File: config.mk
export PLATFORM = sky130hd
export DESIGN_NAME = tst_ram
export DESIGN_NICKNAME = d
export VERILOG_FILES = /design/src/tst_ram.sv
export SDC_FILE = /design/constraint.sdc
export NUM_CORES = 2
export LEC_CHECK = 0
export BUFFER_PORTS_ARGS = -buffer_cell sky130_fd_sc_hd__buf_4
export CAP_MARGIN = 5
export CORE_AREA = 2 2 653 655
export DETAILED_ROUTE_END_ITERATION = 8
export DIE_AREA = 0 0 655 657
export HOLD_SLACK_MARGIN = 0.15
export PLACE_DENSITY_LB_ADDON = 0.05
export SLEW_MARGIN = 20
export SYNTH_ARGS = -nofsm -noshare
export SYNTH_HDL_FRONTEND = slang
export SYNTH_SLANG_ARGS = --single-unit
File: constraint.sdc
create_clock -name clk -period 3.35 [get_ports clk]
set_clock_uncertainty 0.1 [all_clocks]
set_input_delay 0.67 -clock clk [delete_from_list [all_inputs] [get_ports clk]]
set_output_delay 0.67 -clock clk [all_outputs]
set_load 0.02 [all_outputs]
File: src/tst_ram.sv
// Generic single-write, single-read RAM with a registered read port.
`default_nettype none
module tst_ram #(
	parameter int WIDTH = 2,
	parameter int DEPTH = 2048
) (
	input wire logic clk,
	input wire logic we,
	input wire logic [$clog2(DEPTH)-1:0] waddr,
	input wire logic [WIDTH-1:0] wdata,
	input wire logic re,
	input wire logic [$clog2(DEPTH)-1:0] raddr,
	output logic [WIDTH-1:0] rdata
);

	logic [WIDTH-1:0] mem_q [DEPTH];

	always_ff @(posedge clk) begin
		if (we) begin
			mem_q[waddr] <= wdata;
		end
		if (re) begin
			rdata <= mem_q[raddr];
		end
	end

endmodule
`default_nettype wire

==> impl_summary.md <==
Layout
In the final design database the tool counted 11,100 nets. The count of cells in the finished layout, fillers not included, comes to 17,124. The area growth from synthesis to layout is 18.3%. The finished cells cover 0.200 mm^2.

The fraction of final layout cells sized beyond drive strength 1 is 23.5%. In the layout the commonest cells are edfxtp_1, nor2_1, buf_4, mux2i_1, mux4_2. The most common cell after layout, fill and taps aside is edfxtp_1. Cells fill 47.2% of the core in the end.

Route
In the final routed layout, each cell accounts on average for 34.4 um. Once detail routing completed, the nets flagged for antenna violations numbered 0. The via total after detailed routing is 100,027.

The total iterations of the first detailed-routing run is 6. The overall routed net length is 590 mm. In the routed design, unresolved DRC markers number 0.

The DRC violation total after the first TritonRoute iteration is 12,424. The number of vias per cell is 5.84.

Global routing
The global-route congestion overflow total is 0. The via count of the first global-routing pass was 100,954. The number of antenna violations at the first check in global routing was 71. The global-route wire length before repair is 808 mm.

Global routing used 27.0% of the available tracks. Entering global routing, the biggest net connects 145 pins.

Worst setup path
The stage delay of the slowest cell on the critical path is 0.87 ns. In this run the critical register-to-register path is captured at rdata[0]. The required time at the endpoint of the critical path is 4.11 ns. STA classifies the critical path endpoint as a flop. Data arrives at the worst endpoint at 4.19 ns. The startpoint of the lowest-slack register-to-register path is mem_q[1500][0]. The register-to-register setup slack is 0.04 ns. The master of the slowest instance on the critical path is o31ai_1.

The logic depth of the worst register-to-register path is 11. The startpoint class of the critical path is an input port. The type of the worst setup path is in -> reg. Of all nets on the critical path, the largest fanout is 21. Traced cell by cell, the critical path runs through buf_16 -> buf_12 -> buf_12 -> buf_4 -> buf_4 -> mux4_2 -> o21ai_0 -> o21ai_0 -> o211ai_1 -> o31ai_1 -> nand4_1 -> nand4_1.

Power
The static leakage is 63.8 nW. Across the VDD grid, the largest voltage drop is 0.425 mV. The power density relative to cell area is 562 mW/mm^2. The total power of the final layout is 112 mW.

Floorplanning
The core region is 0.423 mm^2. Once the floorplan was initialized, standard cells occupied 39.9% of the core. The standard-cell row count is 239.

The chip height is 657 um. From left edge to right edge, the die measures 655 um. The die footprint is 0.430 mm^2. During I/O placement, the number of pins put on the boundary was 29.

Yosys
Among all flip-flop cells after synthesis, the most frequent one is edfxtp_1. The number of warnings printed during yosys synthesis is 0. The synthesis-stage register bit count is 4,098.

In the synthesized netlist the async set-or-reset flop fraction comes to 0%. Counting every instance in the synthesized netlist gives 10,174. A synthesized cell averages 16.6 um^2. In this run, synthesis inferred 4,098 flip-flops with an integrated enable. Sequential cells were found to cover 72.9% of the synthesized design area.

The number of nets in the synthesized netlist is 10,201. The synthesized area is 0.169 mm^2. In this run, distinct cell masters in the synthesized netlist total 80.

Clock network
The clock latency at the later pin of the worst-skew pair is 1.04 ns. The clock-pin transition on the worst setup and hold timing paths is 0.06 ns. In this run the deepest clock path goes through 4 buffers. Counting the buffers created by CTS gives 449. The H-tree was split into 5 levels. TritonCTS built the clock tree. The total clock sinks is 4,098.

Clock tree synthesis selected as its root buffer the cell clkbuf_16.

STA
The final count of hold timing violations is 0. The routed design could run at a clock period as short as 3.43 ns. For the pin with the worst max-slew slack, the measured transition is 1.01 ns. The final worst-path cycle share is 102%. The number of pins with negative max-slew slack in the final report is 0. The final setup slack of the worst path is -0.0763 ns. Setup total negative slack on the finished layout was measured at -0.144 ns. The worst pin sits at a relative slew slack of 32.1%.

The worst hold slack after final layout is 0.273 ns. Timing would allow up to 0.292 GHz. Setup violations remaining at the end of the flow were counted as 2.

Place
The placed instance area is 0.184 mm^2. The total placed cells including tap cells is 16,258. OpenSTA, run right after detailed placement, puts the worst setup slack at -1.89 ns.

The congestion estimate from routability-driven global placement came to 0.860. The placed wire-length estimate after detailed placement is 383 mm. The number of port buffers is 28.

Run status
The flow ran to the end, but the final reports show violations. The final reports fail on negative setup slack.

Min path
The hold-critical path endpoint is mem_q[1345][1]. The worst min-delay path class is in -> reg. The launch instance of the worst min-delay path is waddr[2].

Along the worst hold path, the cell count comes to 5.

Run
The number of max-cap violations is 0.
[cell families after synthesis]
family | share of synthesized area, %
AO/OA/AOI/OAI | 3.78
flip-flops | 72.9
AND/OR/NAND/NOR | 6.87
multiplexers | 13.5
buffers and inverters | 3.00
[flip-flops by register name (all words and copies together) (netlist names)]
signal,flops
rdata,2
mem_q,4096
[per-layer routing]
metal | global-route usage (%) | share of wire, %
met1 | 38.7 | 42
met2 | 42.9 | 47
met3 | 4.55 | 8.0
met4 | 6.80 | 2.8
met5 | 0 | 0.017
[layout make-up]
type,count,area [um^2]
timing repair buffer,1301,13400
sequential,4098,123000
antenna,15,37.5
multi-input combinational,5219,41700
fill,36484,223000
clock inverter,283,2760
inverter,4,27.5
clock buffer,541,11700
tap,5663,7090
[worst max-delay path by stage]
stage / endpoint / cells after the start / slack, ns / startpoint
5_1_grt: rdata[0] / 13 / -0.04 / raddr[0]
2_1_floorplan: rdata[0] / 11 / 0.1 / raddr[1]
3_5_place_dp: rdata[0] / 16 / -1.89 / raddr[1]
6_report: rdata[1] / 12 / -0.08 / raddr[0]
3_3_place_gp: rdata[0] / 15 / -3.07 / raddr[1]
4_1_cts: rdata[0] / 16 / 0.01 / raddr[2]
[Yosys cell counts, types with 12 or more instances]
master	count	area [um^2]
edfxtp_1	4098	123000
nor2_1	2181	8190
mux2i_1	798	7990
mux4_2	612	13800
clkbuf_1	446	1670
o221ai_1	251	2200
nand2_1	228	856
o22ai_1	178	1110
nor3_1	163	816
a21oi_1	149	746
o21ai_0	123	616
buf_1	112	420
buf_6	104	1170
buf_2	88	440
nand3_1	81	405
a211oi_1	63	473
nor4_1	61	382
buf_8	42	631
buf_4	27	203
mux4_1	26	683
nand4_1	26	163
a2111oi_0	25	219
mux2_2	22	248
a31oi_1	19	119
and2_1	19	119
buf_12	15	300
o31ai_1	15	113
nor2b_1	12	75.1
[repair_timing]
item / 4_1_cts / 5_1_grt
setup buffers: 7 / 10
gates resized for setup: 54 / 60
gates cloned: 1 / 3
endpoints found under the hold margin: 66 / 0
hold buffers: 7 / 0
pin swaps: 5 / 19
setup endpoints to repair: 2 / 2
[power breakdown]
| part | total, mW | switching (mW) | internal (mW) |
|---|---|---|---|
| sequential | 56.4 | 0.0147 | 56.4 |
| clock | 49.3 | 20.8 | 28.5 |
| combinational | 6.53 | 4.14 | 2.39 |
[critical path: cells and delay by family]
family / cells / cell delay (ns)
and+or+nand+nor: 2 / 0.33
buffers and inverters: 5 / 1.09
muxes: 1 / 0.22
AOI/OAI and AO/OA: 4 / 1.78
(Power assumes the default switching activity.)
