[config.mk]
export PLATFORM = sky130hd
export DESIGN_NAME = tst_apb_regs
export DESIGN_NICKNAME = d
export VERILOG_FILES = /design/src/tst_pkg.sv /design/src/tst_apb_regs.sv
export SDC_FILE = /design/constraint.sdc
export NUM_CORES = 1
export LEC_CHECK = 0
export ABC_AREA = 1
export BUFFER_PORTS_ARGS = -buffer_cell sky130_fd_sc_hd__buf_4
export CELL_PAD_IN_SITES_DETAIL_PLACEMENT = 0
export CELL_PAD_IN_SITES_GLOBAL_PLACEMENT = 1
export CORE_ASPECT_RATIO = 0.75
export CORE_UTILIZATION = 17
export DETAILED_ROUTE_END_ITERATION = 6
export PLACE_DENSITY = 0.82
export SYNTH_ARGS = -nofsm -noshare
export SYNTH_HDL_FRONTEND = slang
export SYNTH_SLANG_ARGS = --single-unit
[constraint.sdc]
create_clock -name clk -period 0.8 [get_ports clk]
set_clock_uncertainty 0.05 [all_clocks]
set_input_delay 0.08 -clock clk [delete_from_list [all_inputs] [get_ports clk]]
set_output_delay 0.08 -clock clk [all_outputs]
set_load 0.05 [all_outputs]
[src/tst_pkg.sv]
// Package for the turnout state tracker: sizes, codes, payload and control types.
`default_nettype none
package tst_pkg;

	localparam int NUM_SWITCHES = 2048;
	localparam int IDX_W = $clog2(NUM_SWITCHES);
	localparam int SW_W = 12;
	localparam logic [SW_W-1:0] NUM_SW = SW_W'(NUM_SWITCHES);
	localparam logic [IDX_W-1:0] LAST_IDX = IDX_W'(NUM_SWITCHES - 1);

	localparam int APB_AW = 3;
	localparam int APB_DW = 32;
	localparam logic REG_OPCODE = 1'b0;
	localparam logic REG_NOTIFY = 1'b1;
	localparam logic [7:0] OPCODE_RESET = 8'd176;

	localparam logic [1:0] ST_UNKNOWN = 2'd0;
	localparam logic [1:0] ST_CLOSED = 2'd1;
	localparam logic [1:0] ST_THROWN = 2'd2;
	localparam logic [1:0] ST_BAD = 2'd3;

	localparam logic [6:0] B2_HIGH_MASK = 7'h0F;
	localparam logic [6:0] B2_CLOSED = 7'h01 << 5;
	localparam logic [6:0] B2_OUT_ON = 7'h01 << 4;

	typedef enum logic [1:0] {
		CMD_OBSERVE = 2'd0,
		CMD_THROW = 2'd1,
		CMD_CLOSE = 2'd2,
		CMD_QUERY = 2'd3
	} cmd_t;

	typedef enum logic [2:0] {
		KIND_ACK = 3'd0,
		KIND_EVENT = 3'd1,
		KIND_MSG = 3'd2,
		KIND_INVALID = 3'd3,
		KIND_QUERY = 3'd4
	} kind_t;

	typedef struct packed {
		logic [1:0] cmd;
		logic [7:0] opcode_in;
		logic [6:0] first_data;
		logic [6:0] second_data;
		logic [SW_W-1:0] switch_number;
		logic output_off_too;
	} req_t;

	typedef struct packed {
		logic [2:0] result_kind;
		logic [SW_W-1:0] event_switch;
		logic [1:0] turnout_status;
		logic [7:0] out_opcode;
		logic [6:0] out_first;
		logic [6:0] out_second;
		logic last;
	} rsp_t;

	typedef struct packed {
		logic [7:0] opcode;
		logic notify_en;
	} cfg_t;

	typedef struct packed {
		logic en;
		logic [IDX_W-1:0] addr;
		logic [1:0] data;
	} wr_t;

	typedef struct packed {
		kind_t kind;
		logic [SW_W-1:0] sw;
		logic [1:0] status;
		logic [7:0] opc;
		logic [6:0] first;
		logic [6:0] second;
		logic two;
	} pend_t;

endpackage
`default_nettype wire

[src/tst_apb_regs.sv]
// Configuration registers behind the APB-style port.
`default_nettype none
module tst_apb_regs (
	input wire logic clk,
	input wire logic arst_n,
	input wire logic psel,
	input wire logic penable,
	input wire logic pwrite,
	input wire logic [tst_pkg::APB_AW-1:0] paddr,
	input wire logic [tst_pkg::APB_DW-1:0] pwdata,
	output logic [tst_pkg::APB_DW-1:0] prdata,
	output logic pready,
	output tst_pkg::cfg_t cfg
);

	logic wr_en;
	tst_pkg::cfg_t cfg_q;

	assign pready = 1'b1;
	assign wr_en = psel && penable && pwrite;
	assign cfg = cfg_q;

	always_ff @(posedge clk or negedge arst_n) begin
		if (!arst_n) begin
			cfg_q.opcode <= tst_pkg::OPCODE_RESET;
			cfg_q.notify_en <= 1'b0;
		end else if (wr_en) begin
			unique case (paddr[2])
				tst_pkg::REG_OPCODE: cfg_q.opcode <= pwdata[7:0];
				tst_pkg::REG_NOTIFY: cfg_q.notify_en <= pwdata[0];
				default: ;
			endcase
		end
	end

	always_comb begin
		unique case (paddr[2])
			tst_pkg::REG_OPCODE: prdata = {24'd0, cfg_q.opcode};
			tst_pkg::REG_NOTIFY: prdata = {31'd0, cfg_q.notify_en};
			default: prdata = '0;
		endcase
	end

endmodule
`default_nettype wire

==> flow_metrics.env <==
export IMPL_pin_count=82
export IMPL_start_util_pct=17.7
export IMPL_vdd_ir_drop_max_mv=0.612
export IMPL_cp_depth=3
export IMPL_drive_gt1_share_pct=54.8
export IMPL_slowest_delay_ns=0.54
export IMPL_maxSlewViolCount=0
export IMPL_hold_start="pwdata[5]"
export IMPL_grt_remaining_overflow=0
export IMPL_crit_arrival_ns=1.04
export IMPL_fin_ws_ns=-0.372
export IMPL_clk_latency_ns=0.23
export IMPL_use_met1_pct=8.05
export IMPL_yosys_warnings=0
export IMPL_grt_busiest_layer="met2"
export IMPL_layout_worst_path_cycle_share_pct=146
export IMPL_grt_max_degree=10
export IMPL_path_cells="inv_2 > nor2_4 > buf_6"
export IMPL_route_detailed_drc=0
export IMPL_ys_seq_area_share_pct=35.4
export IMPL_vias=569
export IMPL_final_nets=165
export IMPL_gp_congestion=0.676
export IMPL_cts_sinks=9
export IMPL_grtUsageMet3_pct=2.01
export IMPL_synth_top_cell_by_area="buf_4"
export IMPL_syn_avg_cell_area_sq_um=7.44
export IMPL_diodes=0
export IMPL_dr_first_iter_drc_count=6
export IMPL_rows=19
export IMPL_grt_pass1_vias=495
export IMPL_fin_util_pct=29.2
export IMPL_hold_viol=0
export IMPL_use_met2_pct=14.3
export IMPL_rsz0062_at_grt="true"
export IMPL_antenna_found_initial=0
export IMPL_synth_area_leaders="buf_4 29%, dfrtp_1 23%, nand2_1 13%"
export IMPL_numPortBuffers=30
export IMPL_synth_area_sq_um=647
export IMPL_endpoint_kind="output port"
export IMPL_cellPowerDensity_mw_per_mm2=2420
export IMPL_crit_slowest_cell="dfstp_2"
export IMPL_final_common_cell="conb_1"
export IMPL_synth_edff_count=0
export IMPL_clk_pin_slew_worst_paths_ns=0.04
export IMPL_ys_flop_type="dfrtp_1"
export IMPL_crit_family="flip-flops"
export IMPL_synth_seq_cells=9
export IMPL_crit_path_start="cfg[8]"
export IMPL_via_per_inst=3.23
export IMPL_worst_path_buf_inv=2
export IMPL_die_y_microns=55.4
export IMPL_h_tree_depth=1
export IMPL_worst_setup_path_type="reg2out"
export IMPL_tritoncts="built"
export IMPL_area_growth_pct=65.0
export IMPL_hold_path_depth=3
export IMPL_cts_root_buf="clkbuf_8"
export IMPL_start_kind="flip-flop"
export IMPL_maxCapViolCount=0
export IMPL_wl_per_cell_microns=8.58
export IMPL_cts_max_path_buffers=2
export IMPL_core_sq_mm=0.00366
export IMPL_min_path_type="in2reg"
export IMPL_synth_top_area_share_pct=29.0
export IMPL_synthCells=87
export IMPL_synthArstFlopShare_pct=100
export IMPL_grt_total_usage_pct=7.61
export IMPL_fillers=427
export IMPL_min_period_ns=1.17
export IMPL_ys_types=13
export IMPL_crit_fanout=3
export IMPL_setup_violations=17
export IMPL_r2r_start="cfg[8]"
export IMPL_dieArea_sq_mm=0.00406
export IMPL_grt_pass1_wl_mm=2.33
export IMPL_status="complete, but fails checks"
export IMPL_drt_total_wl_mm=1.51
export IMPL_numCtsBuffers=3
export IMPL_post_place_ws_ns=-0.178
export IMPL_hpwl_mm=1.14
export IMPL_violations="negative setup slack"
export IMPL_final_cell_mix="25 x conb_1, 20 x buf_4, 19 x nand2_1, 11 x buf_6"
export IMPL_detail_route_antenna_nets=0
export IMPL_fmax_mhz=853
export IMPL_drt_first_pass_iters=3
export IMPL_required_ns=0.67
export IMPL_p_leak_nw=0.543
export IMPL_die_w_microns=73.2
export IMPL_worstRegToRegCells=2
export IMPL_largest_register_ffs=9
-- logic make-up (layout without fill, tap and decap cells) --
kind of cell	count (synthesis)	after routing	share of synthesized area [%]
buffers and inverters	35	49	35.0
DFF	9	9	35.4
and+or+nand+nor	41	41	28.4
other	2	25	1.16
-- layout make-up --
type	count	area, sq um	share of cell area (%)
Timing Repair Buffer	36	344	32.2
Inverter	9	33.8	3.17
Clock buffer	4	45.0	4.22
Tap cell	52	65.1	6.10
Sequential cell	9	236	22.2
Multi-Input combinational cell	66	343	32.1
-- metal layers --
layer  vias up  share of wire [%]
met2        23                 55
met1       255                 39
met4         0                1.3
met3         2                4.8
met5         -                  0
li1        289                  -
-- worst reg2reg max path, delay by kind of cell, from the launching register on --
family / cells / cell delay, ns
AND/OR/NAND/NOR: 2 / 0.11
flip-flops: 1 / 0.54
-- synthesized netlist by cell type, types with 2 or more instances --
master / number
nor2_1: 7
buf_4: 25
nand3_1: 9
inv_2: 2
inv_1: 7
conb_1: 2
nand2_1: 22
dfstp_2: 3
dfrtp_1: 6
-- through the flow --
stage | power [mW] | TNS, ns | area, sq um | cells | hold WS [ns]
after global placement | 1.94 | -1.17 | 933 | 170 | -0.136
final | 2.59 | -3.99 | 1070 | 176 | 0.0324
after CTS | 2.60 | -4.11 | 1060 | 176 | 0.0283
after global routing | 2.72 | -4.57 | 1070 | 176 | 0.0335
after detailed placement | 1.95 | -1.19 | 933 | 170 | -0.135
after floorplan | 1.72 | -2.48 | 808 | 110 | -0.266
-- power breakdown --
| group | internal [mW] | switching (mW) | total, mW |
|---|---|---|---|
| clock | 0.346 | 0.170 | 0.517 |
| combinational | 0.416 | 0.989 | 1.41 |
| sequential | 0.576 | 0.0885 | 0.664 |
| total | 1.34 | 1.25 | 2.59 |
-- final timing paths --
path                       slack, ns         to
max                            -0.37  prdata[7]
min                             0.03     cfg[6]
max reg2reg                     0.04     cfg[8]
min reg2reg                     0.42     cfg[5]
max in group asynchronous       0.31     cfg[5]
min in group asynchronous       0.17     cfg[0]
-- repair_timing --
| item | CTS | global route |
|---|---|---|
| hold buffers | 1 | 0 |
| endpoints found under the setup margin | 17 | 18 |
| setup buffers | 1 | 0 |
| hold endpoints to repair | 9 | 0 |
| resized for setup | 17 | 2 |
| pin swaps | 9 | 0 |
No activity file was read; power rests on OpenSTA's default activity.
