**src/tst_pkg.sv**
```systemverilog
// Package for the turnout state tracker: sizes, codes, payload and control types.
`default_nettype none
package tst_pkg;

	localparam int NUM_SWITCHES = 2048;
	localparam int IDX_W = $clog2(NUM_SWITCHES);
	localparam int SW_W = 12;
	localparam logic [SW_W-1:0] NUM_SW = SW_W'(NUM_SWITCHES);
	localparam logic [IDX_W-1:0] LAST_IDX = IDX_W'(NUM_SWITCHES - 1);

	localparam int APB_AW = 3;
	localparam int APB_DW = 32;
	localparam logic REG_OPCODE = 1'b0;
	localparam logic REG_NOTIFY = 1'b1;
	localparam logic [7:0] OPCODE_RESET = 8'd176;

	localparam logic [1:0] ST_UNKNOWN = 2'd0;
	localparam logic [1:0] ST_CLOSED = 2'd1;
	localparam logic [1:0] ST_THROWN = 2'd2;
	localparam logic [1:0] ST_BAD = 2'd3;

	localparam logic [6:0] B2_HIGH_MASK = 7'h0F;
	localparam logic [6:0] B2_CLOSED = 7'h01 << 5;
	localparam logic [6:0] B2_OUT_ON = 7'h01 << 4;

	typedef enum logic [1:0] {
		CMD_OBSERVE = 2'd0,
		CMD_THROW = 2'd1,
		CMD_CLOSE = 2'd2,
		CMD_QUERY = 2'd3
	} cmd_t;

	typedef enum logic [2:0] {
		KIND_ACK = 3'd0,
		KIND_EVENT = 3'd1,
		KIND_MSG = 3'd2,
		KIND_INVALID = 3'd3,
		KIND_QUERY = 3'd4
	} kind_t;

	typedef struct packed {
		logic [1:0] cmd;
		logic [7:0] opcode_in;
		logic [6:0] first_data;
		logic [6:0] second_data;
		logic [SW_W-1:0] switch_number;
		logic output_off_too;
	} req_t;

	typedef struct packed {
		logic [2:0] result_kind;
		logic [SW_W-1:0] event_switch;
		logic [1:0] turnout_status;
		logic [7:0] out_opcode;
		logic [6:0] out_first;
		logic [6:0] out_second;
		logic last;
	} rsp_t;

	typedef struct packed {
		logic [7:0] opcode;
		logic notify_en;
	} cfg_t;

	typedef struct packed {
		logic en;
		logic [IDX_W-1:0] addr;
		logic [1:0] data;
	} wr_t;

	typedef struct packed {
		kind_t kind;
		logic [SW_W-1:0] sw;
		logic [1:0] status;
		logic [7:0] opc;
		logic [6:0] first;
		logic [6:0] second;
		logic two;
	} pend_t;

endpackage
`default_nettype wire

```
**src/tst_out_stage.sv**
```systemverilog
// Result register that plays out one or two result items per request.
`default_nettype none
module tst_out_stage (
	input wire logic clk,
	input wire logic arst_n,
	input wire logic load,
	input wire tst_pkg::pend_t item,
	output logic take_ok,
	output logic rsp_valid,
	input wire logic rsp_ready,
	output tst_pkg::rsp_t rsp
);

	logic valid_q;
	logic phase_q;
	tst_pkg::pend_t item_s2;
	logic final_now;
	logic on_bit;

	assign final_now = !item_s2.two || phase_q;
	assign take_ok = !valid_q || (rsp_ready && final_now);
	assign on_bit = (item_s2.kind == tst_pkg::KIND_MSG) && !phase_q;
	assign rsp_valid = valid_q;

	always_comb begin
		rsp.result_kind = item_s2.kind;
		rsp.event_switch = item_s2.sw;
		rsp.turnout_status = item_s2.status;
		rsp.out_opcode = item_s2.opc;
		rsp.out_first = item_s2.first;
		rsp.out_second = item_s2.second | (on_bit ? tst_pkg::B2_OUT_ON : 7'd0);
		rsp.last = final_now;
	end

	always_ff @(posedge clk or negedge arst_n) begin
		if (!arst_n) begin
			valid_q <= 1'b0;
			phase_q <= 1'b0;
		end else if (take_ok) begin
			valid_q <= load;
			phase_q <= 1'b0;
		end else if (rsp_ready) begin
			phase_q <= 1'b1;
		end
	end

	always_ff @(posedge clk) begin
		if (load) begin
			item_s2 <= item;
		end
	end

endmodule
`default_nettype wire

```
**config.mk**
```make
export PLATFORM = sky130hd
export DESIGN_NAME = tst_out_stage
export DESIGN_NICKNAME = d
export VERILOG_FILES = /design/src/tst_pkg.sv /design/src/tst_out_stage.sv
export SDC_FILE = /design/constraint.sdc
export NUM_CORES = 1
export LEC_CHECK = 0
export BUFFER_PORTS_ARGS = -buffer_cell sky130_fd_sc_hd__buf_2
export CAP_MARGIN = 20
export CORE_ASPECT_RATIO = 1.2
export CORE_MARGIN = 3
export CORE_UTILIZATION = 44
export CTS_BUF_LIST = sky130_fd_sc_hd__clkbuf_4 sky130_fd_sc_hd__clkbuf_8 sky130_fd_sc_hd__clkbuf_16
export DETAILED_ROUTE_END_ITERATION = 16
export GPL_TIMING_DRIVEN = 0
export PLACE_DENSITY_LB_ADDON = 0.1
export SETUP_SLACK_MARGIN = 0.5
export SLEW_MARGIN = 0
export SYNTH_ARGS = -nofsm -noshare
export SYNTH_HDL_FRONTEND = slang
export SYNTH_SLANG_ARGS = --single-unit
```
**constraint.sdc**
```tcl
create_clock -name clk -period 1.05 [get_ports clk]
set_input_delay 0.105 -clock clk [delete_from_list [all_inputs] [get_ports clk]]
set_output_delay 0.105 -clock clk [all_outputs]
set_load 0.01 [all_outputs]
```
==> results <==
- Counting instances, the worst hold path has a depth of 1.
- The share of the clock period used by the worst path after layout is 1.245.
- The number of buffers inserted for hold repair after clock tree synthesis is 1.
- The critical path in this run is classified as flop to primary output.
- The area of the core is 3425 um2.
- The cell type with the largest total area after synthesis is edfxtp_1.
- The final number of hold-violating endpoints is 33.
- The level count of the clock H-tree is 2.
- The total via count in the routed design is 982.
- Before CTS, the worst setup slack after placement is -0.1568 ns.
- In the global route stage, overall resource usage came out at 0.1467.
- The number of setup violations in the final report is 6.
- The via count of the first global-routing pass is 1078.
- On the final layout, the worst clock skew is 0.0001354 ns.
- The synthesized cell area is 1613 um2.
- The height of the die is 72.32 um.
- The final weighted congestion in routability-driven placement is 0.6209.
- The reg-to-reg setup timing slack is 0.13 ns.
- Subtracting the final worst setup slack from the clock period gives 1.307 ns.
- The synthesis-to-layout area growth is 61.99%.
- The die area is 4431 um2.
- The accumulated negative setup slack is -1.009 ns.
- The hold path startpoint is item[30].
- The combinational share of power is 0.196.
- Entering global routing, the biggest net connects 43 pins.
- The global-route wire length before repair is 4657 um.
- In this run the worst path has a maximum fanout of 4.
- Counting every net in the synthesized netlist gives 135.
- In the final routed layout, each cell accounts on average for 14.02 um.
- For this design the total switching power over the nets is 0.0008186 W.
- The worst IR drop on VDD is 1271 uV.
- The run finished, with violations left.
- For this run, the slowest stage of the critical path takes 0.42 ns.
- The detail route stage leaves a number of antenna-violating nets equal to 0.
- The total number of placement rows is 23.
- TritonCTS built the clock tree.
- For this configuration, the core starts out at a cell density of 0.4710.
- The final layout contains 234 nets.
- Counting along the longest clock path gives a buffer depth of 2.
- The count of buffers added on input and output ports is 85.
- Summed over all layers, the global routing overflow is 0.
- The layout filler cell count is 211.
- The detailed route wirelength on metal3 is 296 um.
- The most frequent standard cell in the layout excluding fill and tap cells is buf_6.
- The slowest stage of the critical path is the dfrtp_1 cell.
- The instance count of the mapped netlist is 91.
- The checks that failed: hold timing, setup timing.
- The number of buffers and inverters on the critical path is 1.
- Summing all placed instances gives a cell area of 2095 um2.
- The sink of the worst hold path is rsp[30]$_DFFE_PP_.
- The detailed-router iteration count before antenna repair is 4.
- The number of vias per cell after detailed routing is 4.326.
- The clock input transition at the sequential cells of the worst setup and hold paths is 0.07 ns.
- The met2 wire length is 1771 um.
- Counting cells, the worst reg-to-reg path comes to 3.
- Data on the critical path arrives at its endpoint at 1.20 ns.
- The share of synthesized area in the top cell type comes to 0.7448.
- Setup repair after global routing could not meet its margin everywhere.
- Yosys attributes the largest share of cell area to edfxtp_1 (74%), buf_4 (18%), dfrtp_1 (3.1%).
- In the final layout, the share of cells above drive strength 1 is 0.7421.
- The worst slew slack as a fraction of its limit is 0.7474.
- The type of the worst min-delay path is input pin to flop.
- Of the total power, the clock network draws 0.295.
- On the final layout, the worst hold slack is -0.008730 ns.
- The max-slew violation count was 0.
- The post-synthesis average cell area is 17.72 um2.
- Of the total power, the share spent switching nets is 0.2036.
- The internal portion of the total power is 0.003201 W.
- Clock latency on the worst-skew pair, taken at its later pin, is 0.28 ns.
- The finished cells cover 2613 um2.
- For this block, the initial DRC count from the detailed router was 22.
- For this run, the register share of the synthesized area comes to 0.7758.
- For this design the ratio of total power to cell area is 1539 nW/um2.
- The cell class contributing the biggest share of worst-path delay is flip-flops.
- The detailed router put a total of 1074 um of wire on met1.
- STA classifies the critical path endpoint as a primary output.
- The actual slew at the worst max-slew pin is 0.3789 ns.
- The completed layout was analyzed and its total power is 0.004020 W.
- The CTS buffer count is 5.
- The required time reported for the critical path endpoint is 0.94 ns.
- The number of antenna violations at the first check in global routing is 0.
- The overall routed net length is 3182 um.
- The kind of start point of the critical path is a flop.
- The total of warnings raised by yosys is 0.
- After synthesis the netlist holds a flip-flop and latch count of 42.
- Counting every sink on the clock net gives 42.
- The setup slack after layout is -0.2567 ns.
- The leakage power is 1.173 nW.
- In the layout the commonest cells are buf_6 (67), buf_2 (45), edfxtp_1 (40).
- The overall die width is 61.27 um.
- Walking the worst path, the cells encountered are nand2b_4 -> a21bo_4 -> buf_6.
- The highest layer touched by signal routing is met4.
- Static timing analysis puts the maximum clock frequency at 765.3 MHz.
- The number of inserted diodes is 0.
- The synthesized netlist contains 13 unique library cells.
- The root buffer selected by CTS is clkbuf_8.
- The share of total power dissipated in sequential elements is 0.510.
- The top-level I/O count is 86.
- The endpoint identified for the worst register-to-register timing path is phase_q$_DFFE_PN0P_.
- The start of the worst register-to-register path is phase_q$_DFFE_PN0P_.
- The DRC violation count after routing is 0.
- Across the run, the number of max-cap violations was 0.
how the worst max path moves through the flow:
| stage | start | end | slack (ns) | cells after the start |
|---|---|---|---|---|
| after floorplan | phase_q$_DFFE_PN0P_ | rsp[5] | 0.16 | 2 |
| after global placement | load | rsp[27]$_DFFE_PP_ | -0.12 | 1 |
| after detailed placement | load | rsp[29]$_DFFE_PP_ | -0.16 | 1 |
| after CTS | rsp[39]$_DFFE_PP_ | rsp[5] | -0.27 | 3 |
| after global routing | rsp[37]$_DFFE_PP_ | rsp[5] | -0.31 | 3 |
| final | phase_q$_DFFE_PN0P_ | take_ok | -0.26 | 3 |
area by class of cell:
class / count / area (um2) / area share
inverters: 1 / 3.754 / 0.001437
clock buffers: 5 / 68.82 / 0.02634
multi-input cells: 9 / 83.83 / 0.03209
flip-flops and latches: 42 / 1251 / 0.4789
repair buffers: 92 / 738.2 / 0.2826
well taps: 37 / 46.29 / 0.01772
clock inverters: 2 / 33.78 / 0.01293
plain buffers: 39 / 386.6 / 0.1480
kinds of logic (layout without fill, tap and decap cells):
logic type / count (synthesis) / in the layout / synth area share
AND/OR/NAND/NOR: 6 / 6 / 0.02715
buffers and inverters: 40 / 139 / 0.1839
AO/OA/AOI/OAI: 3 / 3 / 0.01319
flip-flops: 42 / 42 / 0.7758
power groups by stage:
stage               registers [W]  logic [W]  clock network (W)
global placement          0.00206   0.000511                  0
detailed placement        0.00207   0.000522                  0
CTS                       0.00204   0.000727            0.00122
floorplan                 0.00206   0.000279                  0
global route              0.00206   0.000837            0.00129
finish                    0.00205   0.000786            0.00118
synth_stat cells, drive strengths merged:
library cell   n
a21bo          1
edfxtp        40
a31oi          1
nor2           1
dfrtp          2
o21ai          1
nand2          1
nor4b          1
nand2b         1
nand3b         1
buf           39
or2            1
inv            1
stage by stage:
step,utilization,std cells
2_1_floorplan,-,91
3_3_place_gp,0.6116,213
3_5_place_dp,0.6116,213
4_1_cts,0.7326,224
5_1_grt,0.7629,227
6_report,0.7629,227
routing by layer:
metal	up-vias	GRT usage
met2	52	0.2588
met1	447	0.1447
met5	-	0
li1	478	-
met3	5	0.07117
met4	0	0.05060
flip-flops by register name, summed over array words and instances, names as in the netlist:
signal / count
rsp: 32
item_s2: 8
phase_q: 1
rsp_valid: 1
what timing repair did:
action | CTS | global route
buffers inserted | 3 | 3
setup endpoints to repair | 84 | 44
hold endpoints to repair | 41 | 40
pin swaps | 1 | 1
gates resized for setup | 49 | 22
Power figures use the tool's default switching activity.
