[src/tst_pkg.sv]
// Package for the turnout state tracker: sizes, codes, payload and control types.
`default_nettype none
package tst_pkg;

	localparam int NUM_SWITCHES = 2048;
	localparam int IDX_W = $clog2(NUM_SWITCHES);
	localparam int SW_W = 12;
	localparam logic [SW_W-1:0] NUM_SW = SW_W'(NUM_SWITCHES);
	localparam logic [IDX_W-1:0] LAST_IDX = IDX_W'(NUM_SWITCHES - 1);

	localparam int APB_AW = 3;
	localparam int APB_DW = 32;
	localparam logic REG_OPCODE = 1'b0;
	localparam logic REG_NOTIFY = 1'b1;
	localparam logic [7:0] OPCODE_RESET = 8'd176;

	localparam logic [1:0] ST_UNKNOWN = 2'd0;
	localparam logic [1:0] ST_CLOSED = 2'd1;
	localparam logic [1:0] ST_THROWN = 2'd2;
	localparam logic [1:0] ST_BAD = 2'd3;

	localparam logic [6:0] B2_HIGH_MASK = 7'h0F;
	localparam logic [6:0] B2_CLOSED = 7'h01 << 5;
	localparam logic [6:0] B2_OUT_ON = 7'h01 << 4;

	typedef enum logic [1:0] {
		CMD_OBSERVE = 2'd0,
		CMD_THROW = 2'd1,
		CMD_CLOSE = 2'd2,
		CMD_QUERY = 2'd3
	} cmd_t;

	typedef enum logic [2:0] {
		KIND_ACK = 3'd0,
		KIND_EVENT = 3'd1,
		KIND_MSG = 3'd2,
		KIND_INVALID = 3'd3,
		KIND_QUERY = 3'd4
	} kind_t;

	typedef struct packed {
		logic [1:0] cmd;
		logic [7:0] opcode_in;
		logic [6:0] first_data;
		logic [6:0] second_data;
		logic [SW_W-1:0] switch_number;
		logic output_off_too;
	} req_t;

	typedef struct packed {
		logic [2:0] result_kind;
		logic [SW_W-1:0] event_switch;
		logic [1:0] turnout_status;
		logic [7:0] out_opcode;
		logic [6:0] out_first;
		logic [6:0] out_second;
		logic last;
	} rsp_t;

	typedef struct packed {
		logic [7:0] opcode;
		logic notify_en;
	} cfg_t;

	typedef struct packed {
		logic en;
		logic [IDX_W-1:0] addr;
		logic [1:0] data;
	} wr_t;

	typedef struct packed {
		kind_t kind;
		logic [SW_W-1:0] sw;
		logic [1:0] status;
		logic [7:0] opc;
		logic [6:0] first;
		logic [6:0] second;
		logic two;
	} pend_t;

endpackage
`default_nettype wire

[src/tst_eval.sv]
// Decode of one request against its stored turnout state: store update and result.
`default_nettype none
module tst_eval (
	input wire tst_pkg::req_t req,
	input wire logic [1:0] stored,
	input wire tst_pkg::cfg_t cfg,
	output tst_pkg::wr_t wr,
	output tst_pkg::pend_t item
);

	logic [10:0] obs_idx;
	logic obs_hit;
	logic num_ok;
	logic [tst_pkg::SW_W-1:0] n;
	logic [1:0] old_state;
	logic [1:0] new_state;

	always_comb begin
		obs_idx = {req.second_data[3:0], req.first_data};
		obs_hit = (req.opcode_in == cfg.opcode) && ({1'b0, obs_idx} < tst_pkg::NUM_SW);
		num_ok = (req.switch_number != '0) && (req.switch_number <= tst_pkg::NUM_SW);
		n = req.switch_number - tst_pkg::SW_W'(1);
		old_state = (stored == tst_pkg::ST_BAD) ? tst_pkg::ST_UNKNOWN : stored;
		new_state = ((req.second_data & tst_pkg::B2_CLOSED) != '0) ?
			tst_pkg::ST_CLOSED : tst_pkg::ST_THROWN;

		wr.en = 1'b0;
		wr.addr = obs_idx[tst_pkg::IDX_W-1:0];
		wr.data = new_state;
		item = '0;
		item.kind = tst_pkg::KIND_ACK;

		unique case (req.cmd)
			tst_pkg::CMD_OBSERVE: begin
				wr.en = obs_hit;
				if (obs_hit && cfg.notify_en && (new_state != old_state)) begin
					item.kind = tst_pkg::KIND_EVENT;
					item.sw = {1'b0, obs_idx} + tst_pkg::SW_W'(1);
					item.status = new_state;
				end
			end
			tst_pkg::CMD_QUERY: begin
				item.kind = tst_pkg::KIND_QUERY;
				item.status = num_ok ? old_state : tst_pkg::ST_UNKNOWN;
			end
			tst_pkg::CMD_THROW, tst_pkg::CMD_CLOSE: begin
				if (!num_ok) begin
					item.kind = tst_pkg::KIND_INVALID;
				end else begin
					item.kind = tst_pkg::KIND_MSG;
					item.opc = cfg.opcode;
					item.first = n[6:0];
					item.second = ({3'd0, n[10:7]} & tst_pkg::B2_HIGH_MASK) |
						((req.cmd == tst_pkg::CMD_CLOSE) ? tst_pkg::B2_CLOSED : 7'd0);
					item.two = req.output_off_too;
				end
			end
			default: ;
		endcase
	end

endmodule
`default_nettype wire

[config.mk]
export PLATFORM = sky130hd
export DESIGN_NAME = tst_eval
export DESIGN_NICKNAME = d
export VERILOG_FILES = /design/src/tst_pkg.sv /design/src/tst_eval.sv
export SDC_FILE = /design/constraint.sdc
export NUM_CORES = 1
export LEC_CHECK = 0
export BUFFER_PORTS_ARGS = -buffer_cell sky130_fd_sc_hd__buf_2
export CORE_AREA = 10 10 69 59
export DETAILED_ROUTE_END_ITERATION = 8
export DIE_AREA = 0 0 79 69
export PLACE_DENSITY = 0.83
export SYNTH_ARGS = -nofsm -noshare
export SYNTH_HDL_FRONTEND = slang
export SYNTH_SLANG_ARGS = --single-unit
[constraint.sdc]
create_clock -name vclk -period 3.19
set_clock_uncertainty 0.1 [all_clocks]
set_input_delay 0.638 -clock vclk [all_inputs]
set_output_delay 0.638 -clock vclk [all_outputs]
set_load 0.03 [all_outputs]
==> impl_table.tex, run 1 <==
\begin{tabular}{lr}
\hline
Metric & Value \\
\hline
\multicolumn{2}{l}{\textbf{Synth}} \\
Syn\_area\_per\_cell & 6.62 µm² \\
Number of warnings reported in the yosys synthesis log & 0 \\
Synth area leader & sky130\_fd\_sc\_hd\_\_buf\_4 \\
Register area share after synthesis & 0\% \\
Number of different library cells in the post-synthesis netlist & 36 \\
Gate count after technology mapping & 151 \\
Mapped Area & 1000 µm² \\
Biggest area contributors in the synthesized netlist & sky130\_fd\_sc\_hd\_\_buf\_4, sky130\_fd\_sc\_hd\_\_xnor2\_1, sky130\_fd\_sc\_hd\_\_nor2\_1, sky130\_fd\_sc\_hd\_\_xor2\_1, sky130\_fd\_sc\_hd\_\_and2\_1 \\
Share of Yosys cell area claimed by the top area cell type & 10.5\% \\
\multicolumn{2}{l}{\textbf{Finish}} \\
Fraction of layout cells with a size suffix above 1 & 49.6\% \\
FF+latch area & 0 µm² \\
Count of sequential standard cells & 0 \\
ANT cells & 0 \\
Synth-to-Final Area Change & 51.9\% \\
Commonest non-fill, non-tap cell in the layout & sky130\_fd\_sc\_hd\_\_buf\_2 \\
\# clk buffers & 0 \\
Count of filler cells inserted in the layout & 277 \\
Area used by multi-input combinational logic & 873 µm² \\
Nets & 297 \\
Top library cells by usage in the layout, fill and taps aside & sky130\_fd\_sc\_hd\_\_buf\_2, sky130\_fd\_sc\_hd\_\_nor2\_1, sky130\_fd\_sc\_hd\_\_inv\_1, sky130\_fd\_sc\_hd\_\_and2\_1, sky130\_fd\_sc\_hd\_\_xnor2\_1 \\
Finished Cell Area & 1520 µm² \\
\multicolumn{2}{l}{\textbf{Clocking}} \\
Setup Buffers After CTS & 0 \\
\multicolumn{2}{l}{\textbf{Timing}} \\
Number of hold violations in the final report & 0 \\
Setup repair after global routing missed its margin & true \\
Crit share post-route & 96.9\% \\
Fmax achieved & 324 MHz \\
Measured slew at the worst slew-check pin & 0.501 ns \\
Final slew viol count & 0 \\
Minimum clock period after layout & 3.09 ns \\
Final setup viols & 0 \\
Slew margin rel. & 66.3\% \\
Post-layout worst setup margin & 0.0999 ns \\
Min Hold Slack & 1.47 ns \\
\multicolumn{2}{l}{\textbf{Placed design}} \\
Placement Setup Slack & -0.0210 ns \\
Detailed Place HPWL & 3.34 mm \\
Port Buf Inserts & 98 \\
Cell area after placement & 1490 µm² \\
Global placement routability congestion & 0.831 \\
\multicolumn{2}{l}{\textbf{Critical path}} \\
Critical-path maximum fanout & 4 \\
Critical path class & primary input to output port \\
Crit. Startpoint & req[1] \\
Worst setup SP type & primary input \\
Required time of the critical path & 2.45 ns \\
Signal arrival time at the worst endpoint & 2.35 ns \\
Critical path capture point type & output port \\
End point of the critical path & item[23] \\
\multicolumn{2}{l}{\textbf{Power}} \\
Post-layout power & 210 µW \\
Static Leak & 0.000819 µW \\
Total power divided by cell area & 138 nW/µm² \\
Worst VDD drop & 0.0881 mV \\
\multicolumn{2}{l}{\textbf{Global route}} \\
Largest net degree at the start of global routing & 12 \\
Wire length of the first global-routing pass & 5.76 mm \\
Global-route usage over all layers & 11.9\% \\
Initial antenna violation count & 0 \\
Via count of the first global-routing pass & 1298 \\
Overflow left after global routing & 0 \\
\multicolumn{2}{l}{\textbf{Outcome}} \\
Result of the run & finished clean \\
\multicolumn{2}{l}{\textbf{Floorplan}} \\
Core Rows & 17 \\
Effective utilization at floorplan & 36.7\% \\
Die H & 69 µm \\
Die boundary width & 79 µm \\
Core area & 2720 µm² \\
Die ar. & 5450 µm² \\
Number of I/O pins & 102 \\
\multicolumn{2}{l}{\textbf{Flow run}} \\
Max-capacitance violation count & 0 \\
\multicolumn{2}{l}{\textbf{Detailed routing}} \\
Via Count & 1321 \\
First-pass iteration count of the detailed router & 4 \\
Final wirelength & 3.75 mm \\
Final antenna-violating net count & 0 \\
DRC violations left & 0 \\
Detailed router's first-iteration violation count & 30 \\
Average wire length per cell after detail routing & 13.4 µm \\
Ratio of routed vias to standard cells & 4.72 \\
\multicolumn{2}{l}{\textbf{Hold path}} \\
Path category of the worst min-delay check & primary input to output port \\
\hline
\end{tabular}
-- power by group --
group | internal, µW | switching, µW | leakage (µW) | total, µW
sequential | 0 | 0 | 0 | 0
clock | 0 | 0 | 0 | 0
combinational | 74.9 | 135 | 0.000819 | 210
-- layer usage --
metal | up-vias | track usage (%) | routed length [µm]
met5 | - | 0 | 0
met4 | 0 | 0.789 | 27
met3 | 2 | 4.78 | 428
met2 | 52 | 23.3 | 1940
met1 | 576 | 11.6 | 1350
li1 | 691 | - | -
-- critical path, cell delays in order --
cell and delay, ns:
sky130_fd_sc_hd__buf_2 0.10, sky130_fd_sc_hd__inv_1 0.09, sky130_fd_sc_hd__ha_4 0.15, sky130_fd_sc_hd__or4b_4 0.52
sky130_fd_sc_hd__o31ai_4 0.26, sky130_fd_sc_hd__buf_4 0.16, sky130_fd_sc_hd__nand4_1 0.09, sky130_fd_sc_hd__a21oi_1 0.16
sky130_fd_sc_hd__buf_4 0.18
-- final cells by class --
type                       instances  share of cell area [%]
inverter                          12                    2.97
multi-input combinational        124                    57.5
tap                               38                    3.13
timing repair buffer             106                    36.4
-- worst min-delay path by stage --
stage                        from  endpoint  slack [ns]  depth (start not counted)
after floorplan           req[20]  item[25]        1.29                          1
after global placement    req[15]    wr[11]        1.47                          2
after detailed placement  req[15]    wr[11]        1.47                          2
after CTS                 req[15]    wr[11]        1.47                          2
after global routing      req[15]    wr[11]        1.48                          2
final                     req[15]    wr[11]        1.47                          2
-- synth_stat cells --
cell type	n
sky130_fd_sc_hd__and2_1	11
sky130_fd_sc_hd__o41ai_1	1
sky130_fd_sc_hd__buf_6	1
sky130_fd_sc_hd__buf_4	14
sky130_fd_sc_hd__nor4b_1	1
sky130_fd_sc_hd__or2_2	1
sky130_fd_sc_hd__a21oi_1	5
sky130_fd_sc_hd__nor4_1	4
sky130_fd_sc_hd__xnor2_1	11
sky130_fd_sc_hd__o31ai_1	1
sky130_fd_sc_hd__o21ai_0	3
sky130_fd_sc_hd__a31oi_1	1
sky130_fd_sc_hd__or4_4	1
sky130_fd_sc_hd__a2111oi_0	1
sky130_fd_sc_hd__or4_1	2
sky130_fd_sc_hd__clkbuf_1	1
sky130_fd_sc_hd__nor3_1	3
sky130_fd_sc_hd__and3b_1	1
sky130_fd_sc_hd__or4b_4	1
sky130_fd_sc_hd__nand3_1	6
sky130_fd_sc_hd__nor4_2	1
sky130_fd_sc_hd__nand2_1	8
sky130_fd_sc_hd__and3_1	4
sky130_fd_sc_hd__o31ai_4	1
sky130_fd_sc_hd__a211oi_1	1
sky130_fd_sc_hd__inv_1	12
sky130_fd_sc_hd__nor3_2	1
sky130_fd_sc_hd__ha_1	5
sky130_fd_sc_hd__conb_1	1
sky130_fd_sc_hd__nor4_4	1
sky130_fd_sc_hd__nor4b_2	1
sky130_fd_sc_hd__nand4_1	6
sky130_fd_sc_hd__nand3_2	1
sky130_fd_sc_hd__a21oi_2	3
sky130_fd_sc_hd__xor2_1	10
sky130_fd_sc_hd__nor2_1	25
-- metrics by stage --
stage               cells  setup TNS [ns]  utilization (%)
finish                280               0             55.8
global placement      280        -0.00190             54.6
CTS                   280               0             54.9
detailed placement    280         -0.0620             54.6
global route          280         -0.0131             55.8
floorplan             152               0                -
-- timing repair --
item / in CTS / in global routing
gates cloned: 0 / 0
gates resized for setup: 1 / 5
setup endpoints to repair: 6 / 23
hold endpoints to repair: 0 / 0
hold buffers: 0 / 0
pin swaps: 0 / 3
-- cells by family (layout without fill, tap and decap cells) --
kind of cell	Yosys count	count (layout)	share of synthesized area, %
adder cells (fa/ha/maj)	5	5	6.26
XOR/XNOR	21	21	18.4
buffers and inverters	28	118	16.5
AO/OA/AOI/OAI	17	17	12.6
other	1	2	0.375
AND/OR/NAND/NOR	79	79	45.8
Power figures use the tool's default switching activity.
==> run 2: changes to the inputs <==
Settings changed: CAP_MARGIN from default to 20, CORE_AREA 10 10 69 59 to 10 10 76 65, DIE_AREA 0 0 79 69 to 0 0 86 75, PLACE_DENSITY 0.83 to 0.68.
==> run 2 against run 1 <==
Critical path depth decreased by 1. Cell count up 0.71%. First-iteration DRC count decreased by 10%. Critical endpoint is now item[24]. Largest cell class unchanged. Largest power group unchanged.
==> impl_table.tex, run 2 (synthesized netlist as in run 1, its figures left out) <==
\begin{tabular}{lr}
\hline
Metric & Value \\
\hline
\multicolumn{2}{l}{\textbf{Finish}} \\
Area used by multi-input combinational logic & 867 µm² \\
Commonest non-fill, non-tap cell in the layout & sky130\_fd\_sc\_hd\_\_buf\_2 \\
Synth-to-Final Area Change & 50.3\% \\
Nets & 295 \\
Top library cells by usage in the layout, fill and taps aside & sky130\_fd\_sc\_hd\_\_buf\_2, sky130\_fd\_sc\_hd\_\_nor2\_1, sky130\_fd\_sc\_hd\_\_inv\_1, sky130\_fd\_sc\_hd\_\_and2\_1, sky130\_fd\_sc\_hd\_\_xnor2\_1 \\
Count of filler cells inserted in the layout & 381 \\
\# clk buffers & 0 \\
Count of sequential standard cells & 0 \\
ANT cells & 0 \\
FF+latch area & 0 µm² \\
Fraction of layout cells with a size suffix above 1 & 49.6\% \\
Share of the core filled with cells & 44.2\% \\
\multicolumn{2}{l}{\textbf{Floorplan}} \\
Core Rows & 19 \\
Die H & 75 µm \\
Die ar. & 6450 µm² \\
Effective utilization at floorplan & 29.4\% \\
Core area & 3400 µm² \\
Number of I/O pins & 102 \\
Die boundary width & 86 µm \\
\multicolumn{2}{l}{\textbf{Placed design}} \\
Global placement routability congestion & 0.768 \\
Port Buf Inserts & 98 \\
Detailed Place HPWL & 3.35 mm \\
\multicolumn{2}{l}{\textbf{Detailed routing}} \\
Average wire length per cell after detail routing & 13.2 µm \\
Final wirelength & 3.71 mm \\
First-pass iteration count of the detailed router & 4 \\
Final antenna-violating net count & 0 \\
Via Count & 1279 \\
Detailed router's first-iteration violation count & 27 \\
Ratio of routed vias to standard cells & 4.54 \\
DRC violations left & 0 \\
\multicolumn{2}{l}{\textbf{Critical path}} \\
List of cells traversed by the critical path & buf\_2 > inv\_1 > ha\_2 > nor4b\_2 > a31oi\_1 > or4\_1 > a21oi\_1 > buf\_2 \\
Critical path capture point type & output port \\
Worst setup SP type & primary input \\
Most prevalent standard cell on the critical path & sky130\_fd\_sc\_hd\_\_buf\_2 \\
Peak per-stage delay on the critical path & 0.52 ns \\
Critical path class & primary input to output port \\
CP Buf/Inv Count & 3 \\
Critical-path maximum fanout & 4 \\
Critical path's slowest cell & sky130\_fd\_sc\_hd\_\_or4\_1 \\
Cell family with the largest share of critical-path delay & simple AND/OR/NAND/NOR gates \\
Signal arrival time at the worst endpoint & 2.37 ns \\
Required time of the critical path & 2.45 ns \\
\multicolumn{2}{l}{\textbf{Outcome}} \\
Result of the run & finished clean \\
\multicolumn{2}{l}{\textbf{Flow run}} \\
Max-capacitance violation count & 0 \\
\multicolumn{2}{l}{\textbf{Timing}} \\
Final slew viol count & 0 \\
Fmax achieved & 322 MHz \\
Minimum clock period after layout & 3.11 ns \\
Crit share post-route & 97.4\% \\
Final setup viols & 0 \\
Setup repair after global routing missed its margin & false \\
Number of hold violations in the final report & 0 \\
\multicolumn{2}{l}{\textbf{Power}} \\
Post-layout power & 208 µW \\
Static Leak & 0.000808 µW \\
Total power divided by cell area & 138 nW/µm² \\
Worst VDD drop & 0.0692 mV \\
\multicolumn{2}{l}{\textbf{Global route}} \\
Wire length of the first global-routing pass & 5.94 mm \\
Largest net degree at the start of global routing & 12 \\
Via count of the first global-routing pass & 1286 \\
Overflow left after global routing & 0 \\
Global-route usage over all layers & 10.4\% \\
Initial antenna violation count & 0 \\
\multicolumn{2}{l}{\textbf{Hold path}} \\
Path category of the worst min-delay check & primary input to output port \\
\multicolumn{2}{l}{\textbf{Clocking}} \\
Setup Buffers After CTS & 0 \\
\hline
\end{tabular}
==> run 2: changes by cell type in the layout (fill, tap and decap cells not counted) <==
cell,change
sky130_fd_sc_hd__buf_4,-2
sky130_fd_sc_hd__a21oi_1,-1
sky130_fd_sc_hd__a21oi_2,+1
sky130_fd_sc_hd__ha_2,+1
sky130_fd_sc_hd__ha_4,-1
==> run 2: per-stage QoR <==
| step | std cells | hold WS [ns] | cell area [µm²] | setup WS, ns | TNS [ns] |
|---|---|---|---|---|---|
| finish | 282 | 1.46 | 1500 | 0.0819 | 0 |
| global route | 282 | 1.47 | 1500 | 0.000928 | 0 |
| CTS | 282 | 1.47 | 1490 | 0.00923 | 0 |
| detailed placement | 282 | 1.47 | 1480 | -0.0279 | -0.0648 |
| global placement | 282 | 1.47 | 1480 | -0.0148 | -0.0179 |
| floorplan | 152 | 1.29 | 1010 | 0.00157 | 0 |
==> run 2: path summary, 6_finish.rpt <==
kind,startpoint,end,slack (ns),depth (start not counted)
worst max-delay path,req[1],item[24],0.08,8
worst min-delay path,req[15],wr[11],1.46,2
==> run 2: timing repair <==
action | in CTS | in global routing
pin swaps | 0 | 2
gates resized for setup | 1 | 5
setup endpoints to repair | 5 | 22
hold buffers | 0 | 0
==> run 2: cell type report <==
type,instances,area share [%]
timing repair buffer,104,35.8
tap,42,3.50
multi-input combinational,124,57.7
inverter,12,3.00
==> run 2: routing by layer <==
layer  global-route usage, %  vias up  routed length [µm]
met2                    19.5       45                1880
met4                   0.365        0                   0
met5                       0        -                   0
met3                    3.78        0                 384
met1                    11.6      550                1450
li1                        -      684                   -
==> run 2: report_power, final <==
group          switching [µW]  internal [µW]
combinational             133           74.1
clock                       0              0
sequential                  0              0
total                     133           74.1
==> run 3: changes to the inputs <==
==> constraint.sdc (replaced) <==
create_clock -name vclk -period 3.19
set_clock_uncertainty 0.1 [all_clocks]
set_input_delay 0.638 -clock vclk [all_inputs]
set_output_delay 0.638 -clock vclk [all_outputs]
set_load 0.005 [all_outputs]
==> run 3 against run 2 <==
Non-clock buffer count is 1 higher. Total power is 25% lower. Cell count up 0.35%. Clock-buffer cell count unchanged. Critical path depth is 1 higher.
==> impl_table.tex, run 3 (synthesized netlist as in run 1, its figures left out) <==
\begin{tabular}{lr}
\hline
Metric & Value \\
\hline
\multicolumn{2}{l}{\textbf{Timing}} \\
Fmax achieved & 324 MHz \\
Final slew viol count & 0 \\
Setup repair after global routing missed its margin & false \\
Slew margin rel. & 65.9\% \\
Number of hold violations in the final report & 0 \\
Minimum clock period after layout & 3.09 ns \\
Final setup viols & 0 \\
Post-Route Setup TNS & 0 ns \\
Post-layout worst setup margin & 0.102 ns \\
Measured slew at the worst slew-check pin & 0.508 ns \\
Crit share post-route & 96.8\% \\
\multicolumn{2}{l}{\textbf{Power}} \\
Static Leak & 0.000815 µW \\
Total power divided by cell area & 104 nW/µm² \\
Worst VDD drop & 0.0590 mV \\
\multicolumn{2}{l}{\textbf{Global route}} \\
Initial antenna violation count & 0 \\
Global-route usage over all layers & 10.3\% \\
Largest net degree at the start of global routing & 13 \\
Via count of the first global-routing pass & 1234 \\
Overflow left after global routing & 0 \\
Wire length of the first global-routing pass & 5.84 mm \\
\multicolumn{2}{l}{\textbf{Clocking}} \\
Hold-fix buffers, CTS & 0 \\
\multicolumn{2}{l}{\textbf{Placed design}} \\
Placement Setup Slack & 0.0635 ns \\
Detailed Place HPWL & 3.49 mm \\
Port Buf Inserts & 98 \\
Global placement routability congestion & 0.819 \\
\multicolumn{2}{l}{\textbf{Detailed routing}} \\
Via Count & 1306 \\
Final antenna-violating net count & 0 \\
DRC violations left & 0 \\
Detailed router's first-iteration violation count & 26 \\
Final wirelength & 3.86 mm \\
First-pass iteration count of the detailed router & 4 \\
Ratio of routed vias to standard cells & 4.61 \\
Average wire length per cell after detail routing & 13.6 µm \\
\multicolumn{2}{l}{\textbf{Floorplan}} \\
Die H & 75 µm \\
Number of I/O pins & 102 \\
Effective utilization at floorplan & 29.4\% \\
Die ar. & 6450 µm² \\
Core Rows & 19 \\
Core area & 3400 µm² \\
Die boundary width & 86 µm \\
\multicolumn{2}{l}{\textbf{Finish}} \\
Count of sequential standard cells & 0 \\
Synth-to-Final Area Change & 50.3\% \\
Top library cells by usage in the layout, fill and taps aside & sky130\_fd\_sc\_hd\_\_buf\_2, sky130\_fd\_sc\_hd\_\_nor2\_1, sky130\_fd\_sc\_hd\_\_inv\_1, sky130\_fd\_sc\_hd\_\_and2\_1, sky130\_fd\_sc\_hd\_\_xnor2\_1 \\
ANT cells & 0 \\
FF+latch area & 0 µm² \\
Commonest non-fill, non-tap cell in the layout & sky130\_fd\_sc\_hd\_\_buf\_2 \\
Count of filler cells inserted in the layout & 390 \\
Nets & 296 \\
\# clk buffers & 0 \\
Fraction of layout cells with a size suffix above 1 & 49.4\% \\
\multicolumn{2}{l}{\textbf{Critical path}} \\
Critical path's slowest cell & sky130\_fd\_sc\_hd\_\_or4b\_4 \\
List of cells traversed by the critical path & buf\_2 > inv\_1 > ha\_2 > or4b\_4 > nor4\_4 > buf\_4 > nor2\_1 > o21ai\_0 > buf\_2 \\
Crit. Startpoint & req[1] \\
Critical path class & primary input to output port \\
CP Buf/Inv Count & 4 \\
Critical-path maximum fanout & 5 \\
Critical path capture point type & output port \\
Required time of the critical path & 2.45 ns \\
Signal arrival time at the worst endpoint & 2.35 ns \\
End point of the critical path & item[37] \\
Worst setup SP type & primary input \\
Total number of cells along the worst setup path & 9 \\
Peak per-stage delay on the critical path & 0.53 ns \\
Most prevalent standard cell on the critical path & sky130\_fd\_sc\_hd\_\_buf\_2 \\
Cell family with the largest share of critical-path delay & simple AND/OR/NAND/NOR gates \\
\multicolumn{2}{l}{\textbf{Flow run}} \\
Max-capacitance violation count & 0 \\
\multicolumn{2}{l}{\textbf{Hold path}} \\
Path category of the worst min-delay check & primary input to output port \\
\multicolumn{2}{l}{\textbf{Outcome}} \\
Result of the run & finished clean \\
\hline
\end{tabular}
## run 3: cell count changes in the layout (fill, tap and decap cells not counted), sizes merged
cell / delta
buf: +1
## run 3: layout make-up
| cell class | count | area, µm² | area share [%] |
|---|---|---|---|
| Multi-Input combinational cell | 124 | 862 | 57.4 |
| Tap cell | 42 | 52.6 | 3.50 |
| Timing Repair Buffer | 105 | 543 | 36.1 |
| Inverter | 12 | 45.0 | 3.00 |
## run 3: metrics by stage
stage	hold WS, ns	cells	util, %	cell area [µm²]	total power, µW
floorplan	1.21	152	-	1000	80.8
finish	1.39	283	44.2	1500	156
global route	1.41	283	44.2	1500	177
CTS	1.40	282	43.3	1470	156
global placement	1.39	282	43.3	1470	153
detailed placement	1.40	282	43.3	1470	155
## run 3: timing repair
action | 4_1_cts | 5_1_grt
setup buffers | 0 | 1
gates resized for setup | 0 | 4
setup endpoints to repair | 0 | 20
## run 3: how the worst min path moves through the flow
stage,from,endpoint,slack [ns],cells past startpoint
2_1_floorplan,req[20],item[25],1.21,1
3_3_place_gp,req[15],wr[11],1.39,2
3_5_place_dp,req[15],wr[11],1.40,2
4_1_cts,req[15],wr[11],1.40,2
5_1_grt,req[15],wr[11],1.41,2
6_report,req[16],wr[12],1.39,2
## run 3: layer usage
layer / share of wire [%] / routed length (µm) / global-route usage (%)
met2: 49 / 1880 / 18.5
met4: 0 / 0 / 0
met3: 9.3 / 359 / 3.34
met1: 42 / 1620 / 12.4
met5: 0 / 0 / 0
## run 3: power by group
group	total (µW)	internal (µW)	switching [µW]	leakage, µW
logic	156	73.7	82.7	0.000815
clock network	0	0	0	0
registers	0	0	0	0
total	156	73.7	82.7	0.000815
